[config.mk]
export PLATFORM = sky130hd
export DESIGN_NAME = hrd_parameters_parser
export DESIGN_NICKNAME = d
export VERILOG_FILES = /design/src/rtl/core/hrdp_pkg.sv /design/src/rtl/core/hrd_parameters_parser.sv /design/src/rtl/core/hrdp_parser.sv /design/src/rtl/core/hrdp_out_buf.sv
export SDC_FILE = /design/constraint.sdc
export NUM_CORES = 1
export LEC_CHECK = 0
export ABC_AREA = 1
export BUFFER_PORTS_ARGS = -buffer_cell sky130_fd_sc_hd__buf_2
export CORE_MARGIN = 3
export CORE_UTILIZATION = 50
export DETAILED_ROUTE_END_ITERATION = 8
export PLACE_DENSITY_LB_ADDON = 0.1
export REMOVE_ABC_BUFFERS = 1
export SLEW_MARGIN = 10
export SYNTH_ARGS = -nofsm -noshare
export SYNTH_HDL_FRONTEND = slang
export SYNTH_SLANG_ARGS = --single-unit
[constraint.sdc]
create_clock -name clock -period 6.9 [get_ports clock]
set_clock_uncertainty 0.15 [all_clocks]
set_input_delay 0 -clock clock [delete_from_list [all_inputs] [get_ports clock]]
set_output_delay 0 -clock clock [all_outputs]
set_load 0.01 [all_outputs]
[src/rtl/core/hrdp_pkg.sv]
// Shared types, element codes and field widths for the HRD parameters parser.
`timescale 1ns / 1ps

package hrdp_pkg;

   // Parse phase; an active phase equals the code of the element being read.
   typedef enum logic [4:0] {
      PH_NAL_FLAG          = 5'd0,
      PH_VCL_FLAG          = 5'd1,
      PH_SUB_PIC_FLAG      = 5'd2,
      PH_TICK_DIVISOR      = 5'd3,
      PH_DU_DELAY_INC_LEN  = 5'd4,
      PH_SUB_PIC_SEI_FLAG  = 5'd5,
      PH_DPB_DELAY_DU_LEN  = 5'd6,
      PH_BIT_RATE_SCALE    = 5'd7,
      PH_CPB_SIZE_SCALE    = 5'd8,
      PH_CPB_SIZE_DU_SCALE = 5'd9,
      PH_INIT_DELAY_LEN    = 5'd10,
      PH_AU_DELAY_LEN      = 5'd11,
      PH_DPB_DELAY_LEN     = 5'd12,
      PH_FIXED_GENERAL     = 5'd13,
      PH_FIXED_WITHIN_CVS  = 5'd14,
      PH_ELEM_DURATION     = 5'd15,
      PH_LOW_DELAY         = 5'd16,
      PH_CPB_CNT           = 5'd17,
      PH_BIT_RATE          = 5'd18,
      PH_CPB_SIZE          = 5'd19,
      PH_CPB_SIZE_DU       = 5'd20,
      PH_BIT_RATE_DU       = 5'd21,
      PH_CBR_FLAG          = 5'd22,
      PH_DONE              = 5'd30,
      PH_IDLE              = 5'd31
   } phase_type;

   typedef enum logic {
      KIND_NAL = 1'b0,
      KIND_VCL = 1'b1
   } kind_type;

   typedef struct packed {
      logic [4:0]  element_code;
      logic [2:0]  sub_layer;
      logic [4:0]  cpb_index;
      logic        hrd_kind;
      logic [31:0] element_value;
      logic        last;
      logic        error;
   } hrdp_result_type;

   // Width of a u(n) element; zero marks an Exp-Golomb ue(v) element.
   function automatic logic [3:0] elem_width(phase_type code);
      logic [3:0] w;
      case (code)
         PH_NAL_FLAG, PH_VCL_FLAG, PH_SUB_PIC_FLAG, PH_SUB_PIC_SEI_FLAG,
         PH_FIXED_GENERAL, PH_FIXED_WITHIN_CVS, PH_LOW_DELAY,
         PH_CBR_FLAG:                                  w = 4'd1;
         PH_TICK_DIVISOR:                              w = 4'd8;
         PH_DU_DELAY_INC_LEN, PH_DPB_DELAY_DU_LEN, PH_INIT_DELAY_LEN,
         PH_AU_DELAY_LEN, PH_DPB_DELAY_LEN:            w = 4'd5;
         PH_BIT_RATE_SCALE, PH_CPB_SIZE_SCALE,
         PH_CPB_SIZE_DU_SCALE:                         w = 4'd4;
         default:                                      w = 4'd0;
      endcase
      return w;
   endfunction

endpackage

[src/rtl/core/hrd_parameters_parser.sv]
// Top level of the bit-serial HRD parameters parser.
`timescale 1ns / 1ps
//
// Usage:
//   req_*  : one stream bit per transfer, most significant bit first. Raise
//            req_start_req with the first bit of a structure; common-info and
//            sub-layer count are sampled on that transfer. A start during a
//            structure abandons it and restarts.
//   rsp_*  : one transfer per completed syntax element, tagged with element
//            code, sub-layer, CPB index and NAL/VCL kind; rsp_last marks the
//            end of the structure, rsp_error an over-long Exp-Golomb prefix.
//   Output: the result of the bit that completes an element is registered
//            in the output or skid register before it reaches rsp_*.
//   Throughput: one bit per cycle while req_ready is high; the per-bit state
//            walk is a single pass of logic into the state and result registers.
//   Stall: an output register plus a skid register hold up to two results;
//            req_ready drops only while both are full.
//   Reset: synchronous; the parser goes idle, buffers empty, no clearing
//            pass. Bits outside a structure are dropped without result.
//
module hrd_parameters_parser (
   input  logic        clock,
   input  logic        reset,
   input  logic        req_valid,
   output logic        req_ready,
   input  logic        req_stream_bit,
   input  logic        req_start_req,
   input  logic        req_common_info_present,
   input  logic [2:0]  req_max_sub_layers_minus1,
   output logic        rsp_valid,
   input  logic        rsp_ready,
   output logic [4:0]  rsp_element_code,
   output logic [2:0]  rsp_sub_layer,
   output logic [4:0]  rsp_cpb_index,
   output logic        rsp_hrd_kind,
   output logic [31:0] rsp_element_value,
   output logic        rsp_last,
   output logic        rsp_error
);
   import hrdp_pkg::*;

   logic            accept;
   logic            res_valid;
   hrdp_result_type res, rsp_data;

   // advance the parser on each input transfer
   assign accept = req_valid && req_ready;

   hrdp_parser u_parser (
      .clock                 (clock),
      .reset                 (reset),
      .accept                (accept),
      .stream_bit            (req_stream_bit),
      .start_req             (req_start_req),
      .common_info_present   (req_common_info_present),
      .max_sub_layers_minus1 (req_max_sub_layers_minus1),
      .res_valid             (res_valid),
      .res                   (res)
   );

   // hold results here while the receiver stalls
   hrdp_out_buf u_out_buf (
      .clock     (clock),
      .reset     (reset),
      .push      (res_valid),
      .push_data (res),
      .in_ready  (req_ready),
      .out_valid (rsp_valid),
      .out_ready (rsp_ready),
      .out_data  (rsp_data)
   );

   assign rsp_element_code  = rsp_data.element_code;
   assign rsp_sub_layer     = rsp_data.sub_layer;
   assign rsp_cpb_index     = rsp_data.cpb_index;
   assign rsp_hrd_kind      = rsp_data.hrd_kind;
   assign rsp_element_value = rsp_data.element_value;
   assign rsp_last          = rsp_data.last;
   assign rsp_error         = rsp_data.error;

endmodule

[src/rtl/core/hrdp_parser.sv]
// Syntax walker: consumes one stream bit per transfer and flags completed elements.
`timescale 1ns / 1ps

module hrdp_parser (
   input  logic                     clock,
   input  logic                     reset,
   input  logic                     accept,
   input  logic                     stream_bit,
   input  logic                     start_req,
   input  logic                     common_info_present,
   input  logic [2:0]               max_sub_layers_minus1,
   output logic                     res_valid,
   output hrdp_pkg::hrdp_result_type res
);
   import hrdp_pkg::*;

   phase_type   phase_ff, phase_in, cur_phase, nxt_phase;
   logic [2:0]  sub_ff, sub_in, cur_sub, sub_adv;
   logic [2:0]  limit_ff, limit_in;
   logic [4:0]  cpb_ff, cpb_in, cur_cpb, cpb_adv;
   logic [4:0]  cpbmax_ff, cpbmax_in, cur_cpbmax, cpbmax_adv;
   kind_type    kind_ff, kind_in, cur_kind, kind_adv;
   logic        nal_ff, nal_in, nal_adv;
   logic        vcl_ff, vcl_in, vcl_adv;
   logic        subpic_ff, subpic_in, subpic_adv;
   logic [31:0] acc_ff, acc_in, cur_acc, acc_sh, value;
   logic [4:0]  rem_ff, rem_in, cur_rem, rem_dec;
   logic [4:0]  lzc_ff, lzc_in, cur_lzc;
   logic        sfx_ff, sfx_in, cur_sfx;
   logic        done, err;

   // Start overrides the held position with a fresh structure.
   always_comb begin
      if (start_req) begin
         cur_phase  = common_info_present ? PH_NAL_FLAG : PH_FIXED_GENERAL;
         cur_sub    = 3'd0;
         cur_cpb    = 5'd0;
         cur_cpbmax = 5'd0;
         cur_kind   = KIND_NAL;
         cur_acc    = 32'd0;
         cur_lzc    = 5'd0;
         cur_sfx    = 1'b0;
         cur_rem    = {1'b0, elem_width(cur_phase)};
         limit_in   = max_sub_layers_minus1;
      end else begin
         cur_phase  = phase_ff;
         cur_sub    = sub_ff;
         cur_cpb    = cpb_ff;
         cur_cpbmax = cpbmax_ff;
         cur_kind   = kind_ff;
         cur_acc    = acc_ff;
         cur_lzc    = lzc_ff;
         cur_sfx    = sfx_ff;
         cur_rem    = rem_ff;
         limit_in   = limit_ff;
      end
   end

   // Bit-level field assembly.
   always_comb begin
      acc_sh  = {cur_acc[30:0], stream_bit};
      rem_dec = cur_rem - 5'd1;
      acc_in  = cur_acc;
      rem_in  = cur_rem;
      lzc_in  = cur_lzc;
      sfx_in  = cur_sfx;
      done    = 1'b0;
      err     = 1'b0;
      value   = 32'd0;
      if (cur_phase != PH_IDLE) begin
         if (elem_width(cur_phase) != 4'd0) begin
            acc_in = acc_sh;
            rem_in = rem_dec;
            if (rem_dec == 5'd0) begin
               done  = 1'b1;
               value = acc_sh;
            end
         end else if (!cur_sfx) begin
            if (!stream_bit) begin
               if (cur_lzc == 5'd31) begin
                  err = 1'b1;
               end else begin
                  lzc_in = cur_lzc + 5'd1;
               end
            end else if (cur_lzc == 5'd0) begin
               done = 1'b1;
            end else begin
               sfx_in = 1'b1;
               rem_in = cur_lzc;
               acc_in = 32'd0;
            end
         end else begin
            acc_in = acc_sh;
            rem_in = rem_dec;
            if (rem_dec == 5'd0) begin
               done  = 1'b1;
               // suffix is below 2^lzc, so OR places the implied leading one
               value = (acc_sh | (32'd1 << cur_lzc)) - 32'd1;
            end
         end
      end
   end

   // Next element after a completed one.
   always_comb begin
      nxt_phase  = PH_DONE;
      sub_adv    = cur_sub;
      cpb_adv    = cur_cpb;
      cpbmax_adv = cur_cpbmax;
      kind_adv   = cur_kind;
      nal_adv    = nal_ff;
      vcl_adv    = vcl_ff;
      subpic_adv = subpic_ff;
      case (cur_phase)
         PH_NAL_FLAG: begin
            nal_adv   = value[0];
            nxt_phase = PH_VCL_FLAG;
         end
         PH_VCL_FLAG: begin
            vcl_adv = value[0];
            if (nal_ff || value[0]) begin
               nxt_phase = PH_SUB_PIC_FLAG;
            end else begin
               subpic_adv = 1'b0;
               nxt_phase  = PH_FIXED_GENERAL;
            end
         end
         PH_SUB_PIC_FLAG: begin
            subpic_adv = value[0];
            nxt_phase  = value[0] ? PH_TICK_DIVISOR : PH_BIT_RATE_SCALE;
         end
         PH_TICK_DIVISOR:      nxt_phase = PH_DU_DELAY_INC_LEN;
         PH_DU_DELAY_INC_LEN:  nxt_phase = PH_SUB_PIC_SEI_FLAG;
         PH_SUB_PIC_SEI_FLAG:  nxt_phase = PH_DPB_DELAY_DU_LEN;
         PH_DPB_DELAY_DU_LEN:  nxt_phase = PH_BIT_RATE_SCALE;
         PH_BIT_RATE_SCALE:    nxt_phase = PH_CPB_SIZE_SCALE;
         PH_CPB_SIZE_SCALE:
            nxt_phase = subpic_ff ? PH_CPB_SIZE_DU_SCALE : PH_INIT_DELAY_LEN;
         PH_CPB_SIZE_DU_SCALE: nxt_phase = PH_INIT_DELAY_LEN;
         PH_INIT_DELAY_LEN:    nxt_phase = PH_AU_DELAY_LEN;
         PH_AU_DELAY_LEN:      nxt_phase = PH_DPB_DELAY_LEN;
         PH_DPB_DELAY_LEN:     nxt_phase = PH_FIXED_GENERAL;
         PH_FIXED_GENERAL:
            nxt_phase = value[0] ? PH_ELEM_DURATION : PH_FIXED_WITHIN_CVS;
         PH_FIXED_WITHIN_CVS:
            nxt_phase = value[0] ? PH_ELEM_DURATION : PH_LOW_DELAY;
         PH_ELEM_DURATION:     nxt_phase = PH_CPB_CNT;
         PH_LOW_DELAY, PH_CPB_CNT: begin
            if (cur_phase == PH_LOW_DELAY && !value[0]) begin
               nxt_phase = PH_CPB_CNT;
            end else begin
               if (cur_phase == PH_LOW_DELAY) begin
                  cpbmax_adv = 5'd0;
               end else begin
                  cpbmax_adv = (|value[31:5]) ? 5'd31 : value[4:0];
               end
               cpb_adv = 5'd0;
               if (nal_ff) begin
                  kind_adv  = KIND_NAL;
                  nxt_phase = PH_BIT_RATE;
               end else if (vcl_ff) begin
                  kind_adv  = KIND_VCL;
                  nxt_phase = PH_BIT_RATE;
               end else if (cur_sub < limit_in) begin
                  sub_adv   = cur_sub + 3'd1;
                  nxt_phase = PH_FIXED_GENERAL;
               end
            end
         end
         PH_BIT_RATE:    nxt_phase = PH_CPB_SIZE;
         PH_CPB_SIZE:    nxt_phase = subpic_ff ? PH_CPB_SIZE_DU : PH_CBR_FLAG;
         PH_CPB_SIZE_DU: nxt_phase = PH_BIT_RATE_DU;
         PH_BIT_RATE_DU: nxt_phase = PH_CBR_FLAG;
         PH_CBR_FLAG: begin
            if (cur_cpb < cur_cpbmax) begin
               cpb_adv   = cur_cpb + 5'd1;
               nxt_phase = PH_BIT_RATE;
            end else if (cur_kind == KIND_NAL && vcl_ff) begin
               kind_adv  = KIND_VCL;
               cpb_adv   = 5'd0;
               nxt_phase = PH_BIT_RATE;
            end else if (cur_sub < limit_in) begin
               sub_adv   = cur_sub + 3'd1;
               nxt_phase = PH_FIXED_GENERAL;
            end
         end
         default: nxt_phase = PH_DONE;
      endcase
   end

   // Merge element completion into the state update.
   always_comb begin
      phase_in  = cur_phase;
      sub_in    = cur_sub;
      cpb_in    = cur_cpb;
      cpbmax_in = cur_cpbmax;
      kind_in   = cur_kind;
      nal_in    = nal_ff;
      vcl_in    = vcl_ff;
      subpic_in = subpic_ff;
      if (err) begin
         phase_in = PH_IDLE;
      end else if (done) begin
         sub_in    = sub_adv;
         cpb_in    = cpb_adv;
         cpbmax_in = cpbmax_adv;
         kind_in   = kind_adv;
         nal_in    = nal_adv;
         vcl_in    = vcl_adv;
         subpic_in = subpic_adv;
         phase_in  = (nxt_phase == PH_DONE) ? PH_IDLE : nxt_phase;
      end
   end

   // Result fields carry the indices in force before the advance.
   always_comb begin
      res_valid         = accept && (done || err);
      res.element_code  = cur_phase;
      res.sub_layer     = (cur_phase >= PH_FIXED_GENERAL) ? cur_sub : 3'd0;
      res.cpb_index     = (cur_phase >= PH_BIT_RATE) ? cur_cpb : 5'd0;
      res.hrd_kind      = (cur_phase >= PH_BIT_RATE) ? cur_kind : 1'b0;
      res.element_value = err ? 32'd0 : value;
      res.last          = err || (nxt_phase == PH_DONE);
      res.error         = err;
   end

   always_ff @(posedge clock) begin
      if (reset) begin
         phase_ff  <= PH_IDLE;
         sub_ff    <= 3'd0;
         limit_ff  <= 3'd0;
         cpb_ff    <= 5'd0;
         cpbmax_ff <= 5'd0;
         kind_ff   <= KIND_NAL;
         nal_ff    <= 1'b0;
         vcl_ff    <= 1'b0;
         subpic_ff <= 1'b0;
         rem_ff    <= 5'd0;
         lzc_ff    <= 5'd0;
         sfx_ff    <= 1'b0;
      end else if (accept) begin
         phase_ff  <= phase_in;
         sub_ff    <= sub_in;
         limit_ff  <= limit_in;
         cpb_ff    <= cpb_in;
         cpbmax_ff <= cpbmax_in;
         kind_ff   <= kind_in;
         nal_ff    <= nal_in;
         vcl_ff    <= vcl_in;
         subpic_ff <= subpic_in;
         if (done && !err) begin
            rem_ff <= {1'b0, elem_width(nxt_phase)};
            lzc_ff <= 5'd0;
            sfx_ff <= 1'b0;
         end else begin
            rem_ff <= rem_in;
            lzc_ff <= lzc_in;
            sfx_ff <= sfx_in;
         end
      end
   end

   always_ff @(posedge clock) begin
      if (accept) begin
         acc_ff <= (done && !err) ? 32'd0 : acc_in;
      end
   end

endmodule

[src/rtl/core/hrdp_out_buf.sv]
// Two-entry result buffer: output register plus skid register.
`timescale 1ns / 1ps

module hrdp_out_buf (
   input  logic                      clock,
   input  logic                      reset,
   input  logic                      push,
   input  hrdp_pkg::hrdp_result_type push_data,
   output logic                      in_ready,
   output logic                      out_valid,
   input  logic                      out_ready,
   output hrdp_pkg::hrdp_result_type out_data
);
   import hrdp_pkg::*;

   hrdp_result_type out_ff, out_in, skid_ff, skid_in;
   logic            out_valid_ff, out_valid_in, skid_valid_ff, skid_valid_in;
   logic            drain;

   assign drain     = out_valid_ff && out_ready;
   assign in_ready  = !skid_valid_ff;
   assign out_valid = out_valid_ff;
   assign out_data  = out_ff;

   always_comb begin
      out_in        = out_ff;
      skid_in       = skid_ff;
      out_valid_in  = out_valid_ff;
      skid_valid_in = skid_valid_ff;
      if (drain) begin
         if (skid_valid_ff) begin
            out_in        = skid_ff;
            skid_valid_in = 1'b0;
         end else if (push) begin
            out_in = push_data;
         end else begin
            out_valid_in = 1'b0;
         end
      end else if (push) begin
         if (!out_valid_ff) begin
            out_in       = push_data;
            out_valid_in = 1'b1;
         end else begin
            skid_in       = push_data;
            skid_valid_in = 1'b1;
         end
      end
   end

   always_ff @(posedge clock) begin
      if (reset) begin
         out_valid_ff  <= 1'b0;
         skid_valid_ff <= 1'b0;
      end else begin
         out_valid_ff  <= out_valid_in;
         skid_valid_ff <= skid_valid_in;
      end
   end

   always_ff @(posedge clock) begin
      out_ff  <= out_in;
      skid_ff <= skid_in;
   end

endmodule

# Word-level counts from Yosys, hierarchy flattened
# Memory sizes are Yosys's and may differ from the RTL's.
# Index checks and enable logic that the tools add are counted.
[totals]
ff_bits = 166
mem_bits_ro = 288
inputBits = 10
output_inout_bits = 50
elab_cells = 215
n_memories = 3
[op_classes]
addsub = 5
n_lt_le_gt_ge = 4
n_eq_ne = 29
shift = 1
n_mux = 111
bitwise = 4
n_reduce_logical = 29
[memory_table]
columns = ["name", "words", "word_bits", "read_ports", "rd_clocked_by_memory_dff", "wr", "line", "text"]
rows = [
  ["(no name shown)", 32, 3, 1, 0, 0, "hrdp_pkg.sv:53", "case (code)"],
  ["(no name shown)", 32, 3, 1, 0, 0, "hrdp_pkg.sv:53", ""],
  ["(no name shown)", 32, 3, 1, 0, 0, "hrdp_pkg.sv:53", ""],
]
[op_table]
columns = ["op", "n"]
rows = [
  ["$mux W32", 12],
  ["$mux W48", 5],
  ["$mux W5", 39],
  ["$pmux W5 S22", 1],
  ["$eq A5 B5 Y1 const B", 9],
  ["$eq A5 B4 Y1 const B", 8],
  ["$mux W3", 12],
  ["$mux W1", 33],
  ["$or A32 B32 Y32", 1],
  ["$shl A1 B5 Y32 const A", 1],
  ["$sub A32 B1 Y32 const B", 1],
  ["$reduce_or A27 Y1", 1],
  ["$eq A5 B3 Y1 const B", 4],
  ["$logic_not A5 Y1", 3],
  ["$mux W4", 3],
  ["$add A5 B1 Y5 const B", 2],
  ["$eq A5 B2 Y1 const B", 2],
  ["$pmux W5 S2", 1],
  ["$reduce_and A3 Y1", 3],
  ["$ne A2 B2 Y1 const B", 4],
  ["$reduce_and A4 Y1", 2],
  ["$logic_and A1 B1 Y1", 6],
  ["$pmux W3 S2", 1],
  ["$reduce_bool A2 Y1", 3],
  ["other kinds (17)", 26],
]

# Logic depth before layout (Yosys ltp)
# Gate-level depths: netlist (run 1).
# An unclocked memory read counts as a cell.
[depth]
depth_word = 18
ltp_mapped = 28
depth_no_buf = 27

# Hierarchy
# A second synthesis (run 1) with hierarchy kept.
[unflattened]
cells_unflattened = 1508
hier_area_um2 = 10986.8
[modules_own_cells]
columns = ["module", "n_inst", "cells_per_inst", "area_per_inst_um2", "seq_area_each_um2"]
rows = [
  ["hrdp_parser", 1, 1238, 7307.0, 1651.6],
  ["hrdp_out_buf", 1, 268, 3672.3, 2922.8],
  ["hrd_parameters_parser", 1, 2, 7.5, 0.0],
]

# Worst setup path after synthesis (run 1)
# Ideal clock, no wire load.
[synth_timing]
path_kind = "input-to-reg"
startpoint = "input req_start_req"
endpoint = "register u_out_buf.skid_ff[0] (netlist name) (enable)"
setup_time_ns = 0.454
t_arrival_ns = 4.173
required_ns = 6.296
setup_slack_ns = 2.124
cell_stages = 20
n_path_buf = 5
path_cell_list = "buf_6 -> inv_8 -> buf_8 -> buf_6 -> buf_6 -> buf_6 -> nand2_1 -> ha_1 -> xnor2_1 -> nor2_1 -> nand2_1 -> nor2_1 -> inv_2 -> nor2_2 -> inv_2 -> nand2_2 -> nor2_1 -> nor2_1 -> nand2_1 -> nor2_1"
[synth_between]
elab_chain_len = 10
word_cells_on_any_way = 26
cone_classes = "add/sub (1); eq/ne (2); mux (16); reduce/logical (6); memory (1)"
[synth_rtl]
columns = ["element", "line", "text"]
rows = [
  ["start: declaration", "hrd_parameters_parser.sv:27", "input logic req_start_req,"],
  ["$mux W5", "hrdp_parser.sv:34", "if (start_req) begin"],
  ["$sub A5 B1 Y5 (tied with other cells)", "hrdp_parser.sv:62", "rem_dec = cur_rem - 5'd1;"],
  ["$logic_not A5 Y1 (tied with other cells)", "hrdp_parser.sv:74, hrdp_parser.sv:95", ""],
  ["$mux W1, on equally long branches", "hrdp_parser.sv:74, hrdp_parser.sv:95, hrdp_parser.sv:79", ""],
  ["$mux W1", "hrdp_parser.sv:78", "end else if (!cur_sfx) begin"],
  ["$mux W1", "hrdp_parser.sv:71", "if (elem_width(cur_phase) != 4'd0) begin"],
  ["$mux W1", "hrdp_parser.sv:70", "if (cur_phase != PH_IDLE) begin"],
  ["$logic_or A1 B1 Y1 (*)", "hrdp_parser.sv:217", "res_valid = accept && (done || err);"],
  ["$logic_and A1 B1 Y1 (*)", "hrdp_parser.sv:217", ""],
  ["$reduce_and A3 Y1 (no line) (*)", "--", ""],
  ["end signal: assignment", "hrdp_out_buf.sv:62", "skid_ff <= skid_in;"],
  ["end: declaration", "hrdp_out_buf.sv:16", "hrdp_result_type out_ff, out_in, skid_ff, skid_in;"],
]
# Every way passes the cells marked *; elsewhere a longest branch is shown, timed or not. The select of a mux whose other input is x is not followed.
# A chain may end at the register's enable or synchronous reset.

==> impl_metrics.ini, run 1 <==
[critical_path]
crit_path_top_delay_cell = nor2_4
end_kind = flip-flop
reg2reg_depth = 15
crit_fanout = 33
r2r_slack_ns = 2.70
cp-startpoint = u_parser.phase_ff[1]$_SDFFE_PP1P_
crit_chain = nand2_2, inv_1, nor2_1, nand2_1, nand2_2, nand2_4, nand2_4, nor2_2, nand3b_1, nand2_2, nor2_1, nor2_1, nand2_1, nor2_4, buf_4
path_class = reg -> reg
worstPathArrival_ns = 4.18
reg2reg_to = u_out_buf.skid_ff[28]$_DFFE_PP_
r2r_start = u_parser.phase_ff[1]$_SDFFE_PP1P_
crit_end = u_out_buf.skid_ff[28]$_DFFE_PP_
cp.required_ns = 6.88
cpPeakStageDelay_ns = 0.71
crit_path_start_kind = flip-flop

[detailed_routing]
drt_iter0_markers = 1255
wl_per_cell_um = 17.9
vias_per_cell = 5.71
drtAntennaViolNets = 0
wl_um = 31300
firstDrtPassIters = 5
drc = 0
vias = 9975

[synth]
ys_seq_area_share_pct = 42.5
syn_area_per_cell_um2 = 7.59
synth_top_area_share_pct = 35.5
synth_edf_count = 127
ys.warnings.count = 0
synthTopCellsByArea = edfxtp_1, nand2_1, dfxtp_1
synth.cell_area_um2 = 10800
synthFlopType = edfxtp_1
synth_top_cell_by_area = edfxtp_1
synth.ff_latch_count = 165
netlist_instances = 1417
async_flop_share_pct = 0
ys_types = 57

[power_and_ir_drop]
p_per_area_nw_per_um2 = 235
ir_drop_v = 0.000163
p_leak_nw = 5.36

[timing]
layout_setup_ws_ns = 2.70
fin_crit_sh_pct = 60.9
setup_tns_ns = 0
rsz0062_at_grt = false
hold_violations = 0
fmax_mhz = 238
period_needed_ns = 4.20
setup_viol = 0
tightest_slew_ns = 0.919
max_slew_margin_pct = 38.6
finalMaxSlewViolations = 0

[die]
die_area_um2 = 23300
rows = 53
chipHeight_um = 153
core_area_um2 = 21100
io_pins = 60
start_util_pct = 51.0
die_w_um = 153

[final_layout]
area_delta_synth_final_pct = 9.99
fin_area_um2 = 11800
seq_area_um2 = 4570
drive_above_1_share_pct = 13.7
fin_util_pct = 56.1
layout.nets = 1482
diodes = 0
multiInputGateArea_um2 = 5200
finalNonFillerCells = 1748
fillerInstances = 2062

[place]
place_inst = 1707
portBuffers = 59
place.gp.congestion = 0.952
dp_hpwl_um = 23100
placed_area_um2 = 11200
post-place-ws_ns = 2.45

[job]
cap_violations = 0

[clock_tree]
clk_latency_ns = 0.44
root_buffer = clkbuf_16
htree_num_levels = 4
cts_setup_buffers = 0
cts_made_buffers = 17
cts_tree = yes
ctsResizeCount = 0
cts_sinks = 165
clkSlewWorstSetupHoldPaths_ns = 0.07
max-clock-path-buffers = 2

[global_route]
grt_use_total_pct = 26.9
grt_overflow = 0
grt_pass1_vias = 9247
grt_max_degree = 62
antenna_found_initial = 0
grt_pass1_wl_um = 50400

[outcome]
status = finished clean

[min_path]
hold_path_class = in -> reg
-- cell families after synthesis --
logic type | after synthesis | share of synthesized area [%]
XOR/XNOR | 9 | 0.733
flip-flops | 165 | 42.5
adder cells (fa/ha/maj) | 12 | 1.40
buffers and inverters | 233 | 9.27
AO/OA/AOI/OAI | 231 | 13.3
multiplexers | 2 | 0.186
AND/OR/NAND/NOR | 765 | 32.6
-- stage by stage --
stage,hold slack (ns),total power [mW]
after floorplan,-0.0876,1.63
after global placement,0.168,1.82
after detailed placement,0.162,1.83
after CTS,0.0825,2.77
after global routing,0.129,2.91
final,0.104,2.77
-- cell usage after synthesis (18+ instances only) --
cell        n
clkbuf_1   26
nand2_1   342
nor2_1    197
nand4_1    36
o21ai_0    56
a32oi_1    28
nand2_2    24
dfxtp_1    38
nor2_2     18
a31oi_1    19
a21oi_1    68
inv_1     155
nand3_1    91
edfxtp_1  127
inv_2      18
-- registers in the layout, summed over array words and instances, names as in the netlist --
| signal | cells |
|---|---|
| u_parser.vcl_ff | 1 |
| u_out_buf.out_data | 48 |
| u_out_buf.skid_valid_ff | 1 |
| u_parser.lzc_ff | 5 |
| u_parser.subpic_ff | 1 |
| u_out_buf.out_valid | 1 |
| u_parser.nal_ff | 1 |
| u_parser.acc_ff | 31 |
| u_parser.limit_ff | 3 |
| u_parser.cpb_ff | 5 |
| u_parser.cpbmax_ff | 5 |
| u_out_buf.skid_ff | 48 |
| u_parser.kind_ff | 1 |
| u_parser.sub_ff | 3 |
| u_parser.phase_ff | 5 |
| u_parser.sfx_ff | 1 |
| u_parser.rem_ff | 5 |
-- repair_timing --
item	in CTS	in global routing
hold endpoints to repair	58	0
hold buffers	9	0
setup endpoints to repair	0	0
-- where the power goes --
part	internal, mW	leakage (nW)	total [mW]	switching (mW)
clock network	0.483	0.284	0.951	0.468
registers	1.15	1.56	1.18	0.0304
logic	0.182	3.52	0.647	0.465
-- how the worst min path moves through the flow --
| stage | depth (start not counted) | slack [ns] | from | endpoint |
|---|---|---|---|---|
| 6_report | 3 | 0.10 | req_start_req | u_parser.limit_ff[2]$_SDFFE_PP0P_ |
| 5_1_grt | 3 | 0.13 | req_start_req | u_parser.limit_ff[1]$_SDFFE_PP0P_ |
| 4_1_cts | 3 | 0.08 | req_start_req | u_parser.limit_ff[2]$_SDFFE_PP0P_ |
| 3_5_place_dp | 3 | 0.16 | req_max_sub_layers_minus1[0] | u_parser.limit_ff[0]$_SDFFE_PP0P_ |
| 3_3_place_gp | 3 | 0.17 | req_max_sub_layers_minus1[0] | u_parser.limit_ff[0]$_SDFFE_PP0P_ |
| 2_1_floorplan | 1 | -0.09 | reset | u_parser.rem_ff[0]$_SDFFE_PP0P_ |
-- worst max-delay path: cells and delay by family (launching register included) --
family	cells	cell delay, ns
AND/OR/NAND/NOR	13	2.58
buffers and inverters	2	0.58
flip-flops	1	0.57
-- layout by cell type, fill, tap and decap left out, types with 5 or more instances in the layout --
cell | Yosys | layout
a21oi_1 | 68 | 68
nand2_2 | 24 | 24
a31oi_1 | 19 | 19
nor2_2 | 18 | 19
nand2_1 | 342 | 342
nor2_1 | 197 | 194
clkinv_1 | 7 | 7
ha_1 | 12 | 12
nand3_2 | 5 | 5
clkbuf_16 | 0 | 17
dfxtp_1 | 38 | 38
a32oi_1 | 28 | 28
o21ai_1 | 12 | 11
inv_2 | 18 | 19
inv_1 | 155 | 155
nand4_1 | 36 | 36
xor2_1 | 7 | 7
dlygate4sd3_1 | 0 | 9
nor3_1 | 15 | 15
o22ai_1 | 9 | 9
nand3b_1 | 5 | 5
nand3_1 | 91 | 91
buf_2 | 7 | 59
nand2_4 | 10 | 10
o21ai_0 | 56 | 56
buf_4 | 2 | 8
edfxtp_1 | 127 | 127
o211ai_1 | 12 | 12
nor2_4 | 9 | 11
inv_8 | 1 | 7
-- routing by layer --
| layer | share of wire [%] | global-route usage (%) | up-vias |
|---|---|---|---|
| met5 | 0 | 0 | - |
| met4 | 1.2 | 5.47 | 0 |
| met3 | 7.7 | 4.37 | 36 |
| met2 | 41 | 37.8 | 382 |
| met1 | 50 | 43.4 | 4697 |
| li1 | - | - | 4860 |
-- area by class of cell --
| class | instances | area share [%] |
|---|---|---|
| well taps | 275 | 2.91 |
| flip-flops and latches | 165 | 38.7 |
| repair buffers | 76 | 3.77 |
| clock buffers | 17 | 3.60 |
| multi-input cells | 1019 | 44.0 |
| clock inverters | 15 | 1.26 |
| inverters | 181 | 5.81 |
No activity file was read; power rests on OpenSTA's default activity.
==> inputs of run 2 (changes only) <==
==> constraint.sdc (replaced) <==
create_clock -name clock -period 3.59 [get_ports clock]
set_clock_uncertainty 0.15 [all_clocks]
set_input_delay 0 -clock clock [delete_from_list [all_inputs] [get_ports clock]]
set_output_delay 0 -clock clock [all_outputs]
set_load 0.01 [all_outputs]
==> run 2 against run 1 <==
First-iteration DRC count decreased by 16%. Sequential power rose by 92%. Sequential cell count stayed put. Hold slack worse by 0.080 ns. Routed wire length increased by 4.8%. Power increased by 95%. Final area increased by 2.5%. Critical path type unchanged. Fmax is 26% higher. Die area unchanged. Final cell count up 1.8%. Clock power increased by 96%. Register-to-register slack worse by 2.4 ns.
==> impl_metrics.ini, run 2 (synthesis results as in run 1) <==
[outcome]
status = finished clean

[clock_tree]
clkSlewWorstSetupHoldPaths_ns = 0.07
cts_sinks = 165
clk_latency_ns = 0.45
cts_tree = yes
cts_setup_buffers = 0
max-clock-path-buffers = 2
htree_num_levels = 4
root_buffer = clkbuf_16
cts_made_buffers = 17

[timing]
finalMaxSlewViolations = 0
setup_tns_ns = 0
setup_viol = 0
fmax_mhz = 301
hold_ws_ns = 0.0240
rsz0062_at_grt = false
max_slew_margin_pct = 28.8
fin_crit_sh_pct = 92.7
tightest_slew_ns = 1.07
hold_violations = 0
period_needed_ns = 3.33
layout_setup_ws_ns = 0.264

[final_layout]
area_delta_synth_final_pct = 12.7
drive_above_1_share_pct = 16.1
multiInputGateArea_um2 = 5220
finalNonFillerCells = 1779
seq_area_um2 = 4580
fillerInstances = 2007
final_common_cell = nand2_1
diodes = 0
layout.nets = 1513
layout_common_cells = nand2_1, nor2_1, inv_1

[critical_path]
crit_path_start_kind = flip-flop
reg2reg_to = u_out_buf.out_data[1]$_DFFE_PP_
cp-startpoint = u_parser.phase_ff[3]$_SDFFE_PP1P_
path_class = reg -> reg
end_kind = flip-flop
reg2reg_depth = 20
r2r_start = u_parser.phase_ff[3]$_SDFFE_PP1P_
cp.required_ns = 3.68
r2r_slack_ns = 0.26
crit_fanout = 10
worstPathArrival_ns = 3.42

[global_route]
antenna_found_initial = 0
grt_pass1_wl_um = 51900
grt_pass1_vias = 9371
grt_max_degree = 59
grt_use_total_pct = 27.8
grt_overflow = 0

[die]
chipHeight_um = 153
die_w_um = 153
die_area_um2 = 23300
io_pins = 60
rows = 53
start_util_pct = 51.0
core_area_um2 = 21100

[detailed_routing]
vias = 10200
drtAntennaViolNets = 0
drt_iter0_markers = 1055
vias_per_cell = 5.72
firstDrtPassIters = 7
wl_per_cell_um = 18.4
drc = 0
wl_um = 32800

[min_path]
hold_depth = 4
hp-start = req_valid
min_to = u_parser.cpbmax_ff[0]$_SDFFE_PP0P_
hold_path_class = in -> reg

[place]
dp_hpwl_um = 24600
portBuffers = 59
post-place-ws_ns = 0.189
place_inst = 1741
place.gp.congestion = 1.02

[job]
cap_violations = 0

[power_and_ir_drop]
p_leak_nw = 5.54
ir_drop_v = 0.000335
p_per_area_nw_per_um2 = 447
-- run 2: cell count changes in the layout (fill, tap and decap cells not counted), sizes merged --
cell         previous run  this run
clkinv                 12        14
buf                    67       101
dlygate4sd3             9         6
inv                   184       182
-- run 2: how the worst max path moves through the flow --
stage | end | slack (ns) | depth (start not counted)
detailed placement | u_parser.cpbmax_ff[1]$_SDFFE_PP0P_ | 0.19 | 23
finish | u_out_buf.out_data[1]$_DFFE_PP_ | 0.26 | 20
global placement | u_parser.cpbmax_ff[0]$_SDFFE_PP0P_ | 0.25 | 23
global route | u_parser.cpbmax_ff[0]$_SDFFE_PP0P_ | 0.01 | 24
CTS | u_parser.cpbmax_ff[3]$_SDFFE_PP0P_ | 0.20 | 22
floorplan | u_out_buf.skid_ff[0]$_DFFE_PP_ | -1.49 | 14
-- run 2: metal layers --
metal  wire length [µm]  GRT usage, %  part of all wire [%]
met2              13500          39.0                    41
met5                  0             0                     0
met4                443          6.75                   1.4
met1              15300          43.9                    47
met3               3560          5.71                    11
-- run 2: repair_timing --
| action | CTS | global route |
|---|---|---|
| resized for setup | 0 | 8 |
| hold buffers | 6 | 0 |
| setup endpoints to repair | 0 | 9 |
| endpoints found under the hold margin | 72 | 0 |
-- run 2: worst max-delay path, cell delays in order, from the launching register on --
cell	delay (ns)
dfxtp_1	0.45
nand2_1	0.13
nand2_4	0.13
nand2_2	0.15
inv_2	0.11
nand2_1	0.07
nand2_1	0.08
nand2_2	0.10
a21oi_4	0.33
nand2_2	0.08
nand2_2	0.10
nand2_4	0.13
nand2_4	0.19
nand3_1	0.10
nand3_1	0.11
nor2_1	0.08
inv_1	0.09
nand2_1	0.06
nor2_1	0.13
inv_1	0.10
a21oi_1	0.25
-- run 2: cell type report --
| cell class | count | area share (%) |
|---|---|---|
| Timing Repair Buffer | 107 | 5.84 |
| Inverter | 181 | 5.67 |
| Clock inverter | 15 | 1.33 |
| Multi-Input combinational cell | 1019 | 43.1 |
| Sequential cell | 165 | 37.8 |
| Tap cell | 275 | 2.84 |
| Clock buffer | 17 | 3.51 |
-- run 2: power breakdown --
part	switching [mW]	internal, mW	total [mW]
Combinational	0.905	0.395	1.30
Clock	0.925	0.934	1.86
Sequential	0.0527	2.20	2.26
-- run 2: metrics by stage --
step | util [%] | power, mW | cell area (µm²)
floorplan | - | 3.14 | 10400
global placement | 54.3 | 3.56 | 11500
detailed placement | 54.3 | 3.57 | 11500
CTS | 57.4 | 5.41 | 12100
global route | 57.5 | 5.67 | 12100
finish | 57.5 | 5.42 | 12100
==> inputs of run 3 (changes only) <==
--- a/config.mk
+++ b/config.mk
@@ -8,8 +8,9 @@
 export ABC_AREA = 1
 export BUFFER_PORTS_ARGS = -buffer_cell sky130_fd_sc_hd__buf_2
 export CORE_MARGIN = 3
-export CORE_UTILIZATION = 50
+export CORE_UTILIZATION = 56
 export DETAILED_ROUTE_END_ITERATION = 8
+export HOLD_SLACK_MARGIN = 0.02
 export PLACE_DENSITY_LB_ADDON = 0.1
 export REMOVE_ABC_BUFFERS = 1
 export SLEW_MARGIN = 10
==> run 3 against run 2 <==
Sequential cell count unchanged. Fmax up 0.39%. Count of clock-buffer cells in the layout up 1. Final cell count down 2.5%. Sequential power about the same. Hold slack better by 0.017 ns. Utilization up 6.8 points. First-iteration DRC count up 11%. Global-route usage up 3.2 points. Largest power group unchanged. Critical path depth down 1. Critical endpoint is now u_parser.cpbmax_ff[2]$_SDFFE_PP0P_.
==> impl_metrics.ini, run 3 (synthesis results as in run 1) <==
[outcome]
status = finished clean

[critical_path]
r2r_start = u_parser.lzc_ff[3]$_SDFFE_PP0P_
end_kind = flip-flop
crit_path_top_delay_cell = dfxtp_1
cpPeakStageDelay_ns = 0.44
cp_common_cell = nand2_1
crit_fanout = 15
cp_top_family = simple AND/OR/NAND/NOR gates
worst-path-buf-inv = 1
cp-startpoint = u_parser.lzc_ff[3]$_SDFFE_PP0P_
cp.required_ns = 3.80
path_class = reg -> reg
crit_chain = nand2_4, nand4_1, nand2_1, inv_1, ha_1, nand2_1, nor2_2, nand3_4, nor2_4, nand2_1, xor2_1, a21oi_2, nor2_1, nand2_1, nor2_2, and2_1, nand2_1, nand2_1, a21oi_1
worstPathArrival_ns = 3.52
crit_path_start_kind = flip-flop

[die]
rows = 50
chipHeight_um = 145
die_area_um2 = 20900
io_pins = 60
die_w_um = 145
core_area_um2 = 18800
start_util_pct = 57.3

[detailed_routing]
firstDrtPassIters = 5
wl_um = 31900
vias = 10100
drc = 0
drtAntennaViolNets = 0
wl_per_cell_um = 18.4
drt_iter0_markers = 1169
vias_per_cell = 5.84

[final_layout]
fillerInstances = 1713
layout.nets = 1510
diodes = 0
fin_util_pct = 64.3
area_delta_synth_final_pct = 12.1
drive_above_1_share_pct = 16.1
finalNonFillerCells = 1735
final_common_cell = nand2_1
layout_common_cells = nand2_1, nor2_1, inv_1

[clock_tree]
cts_tree = yes
max-clock-path-buffers = 2
cts_setup_buffers = 0
root_buffer = clkbuf_16
clk_latency_ns = 0.44
htree_num_levels = 4
clkSlewWorstSetupHoldPaths_ns = 0.08
cts_made_buffers = 17
cts_sinks = 165

[power_and_ir_drop]
pwr-share-clk_pct = 34.0
switching_power_mw = 1.87
ir_drop_v = 0.000365
combPwrFrac_pct = 24.2
p_per_area_nw_per_um2 = 447
pwr-share-seq_pct = 41.9
p_leak_nw = 5.51
p_sw_share_pct = 34.7
p_int_mw = 3.52

[timing]
hold_violations = 0
rsz0062_at_grt = false
tightest_slew_ns = 0.879
period_needed_ns = 3.31
max_slew_margin_pct = 41.4
fin_crit_sh_pct = 92.3
setup_viol = 0
fmax_mhz = 302
finalMaxSlewViolations = 0

[global_route]
grt_most_used_layer = met1
met2_usage_pct = 42.9
grt_use_total_pct = 31.0
met3_usage_pct = 5.49
grt_pass1_vias = 8959
grt_pass1_wl_um = 49900
antenna_found_initial = 0
grt_overflow = 0
met1_usage_pct = 50.4
grt_max_degree = 54

[min_path]
hold_path_class = in -> reg
hp-start = req_start_req

[job]
cap_violations = 0

[place]
portBuffers = 59
place_inst = 1694
dp_hpwl_um = 23600
place.gp.congestion = 0.979
## run 3: layout make-up
| class | instances | area (µm²) | area share (%) |
|---|---|---|---|
| timing repair buffer | 104 | 693 | 5.75 |
| clock inverter | 14 | 141 | 1.17 |
| inverter | 181 | 687 | 5.70 |
| clock buffer | 18 | 429 | 3.56 |
| sequential | 165 | 4580 | 38.0 |
| multi-input combinational | 1019 | 5230 | 43.4 |
| tap | 234 | 293 | 2.43 |
## run 3: path summary, 6_finish.rpt
check,cells past startpoint,to,slack [ns]
worst min-delay path,4,u_parser.limit_ff[0]$_SDFFE_PP0P_,0.04
worst min register to register,2,u_parser.cpbmax_ff[0]$_SDFFE_PP0P_,0.32
worst max register to register,19,u_parser.cpbmax_ff[2]$_SDFFE_PP0P_,0.28
worst max-delay path,19,u_parser.cpbmax_ff[2]$_SDFFE_PP0P_,0.28
## run 3: timing repair
action                                 CTS  global route
endpoints found under the hold margin   75             0
setup endpoints to repair                0             7
hold buffers                             9             0
resized for setup                        0            14
## run 3: power by group through the flow
stage               logic, mW  registers [mW]  clock network, mW
global route             1.44            2.27               1.92
global placement         1.24            2.29                  0
CTS                      1.27            2.25               1.85
finish                   1.30            2.26               1.83
floorplan               0.818            2.32                  0
detailed placement       1.25            2.30                  0
## run 3: tightest hold or removal path, stage by stage
cell	delay (ns)
buf_2	0.21
buf_4	0.20
nand2_1	0.08
a31oi_1	0.09
## run 3: per-layer routing
metal / share of wire, % / wire length, µm / vias to the layer above
li1: - / - / 4912
met1: 49 / 15500 / 4721
met2: 41 / 13100 / 462
met3: 9.1 / 2920 / 39
met4: 1.1 / 347 / 0
met5: 0 / 0 / -
## run 3: through the flow
stage | setup WS [ns] | TNS (ns) | total power [mW] | instance area (µm²) | hold WS [ns]
2_1_floorplan | -1.49 | -142.73 | 3.14 | 10400 | -0.0876
3_3_place_gp | 0.235 | 0 | 3.54 | 11400 | 0.153
3_5_place_dp | 0.157 | 0 | 3.55 | 11400 | 0.176
4_1_cts | 0.0661 | 0 | 5.37 | 12000 | 0.0314
5_1_grt | 0.00191 | 0 | 5.62 | 12100 | 0.0555
6_report | 0.277 | 0 | 5.39 | 12100 | 0.0405
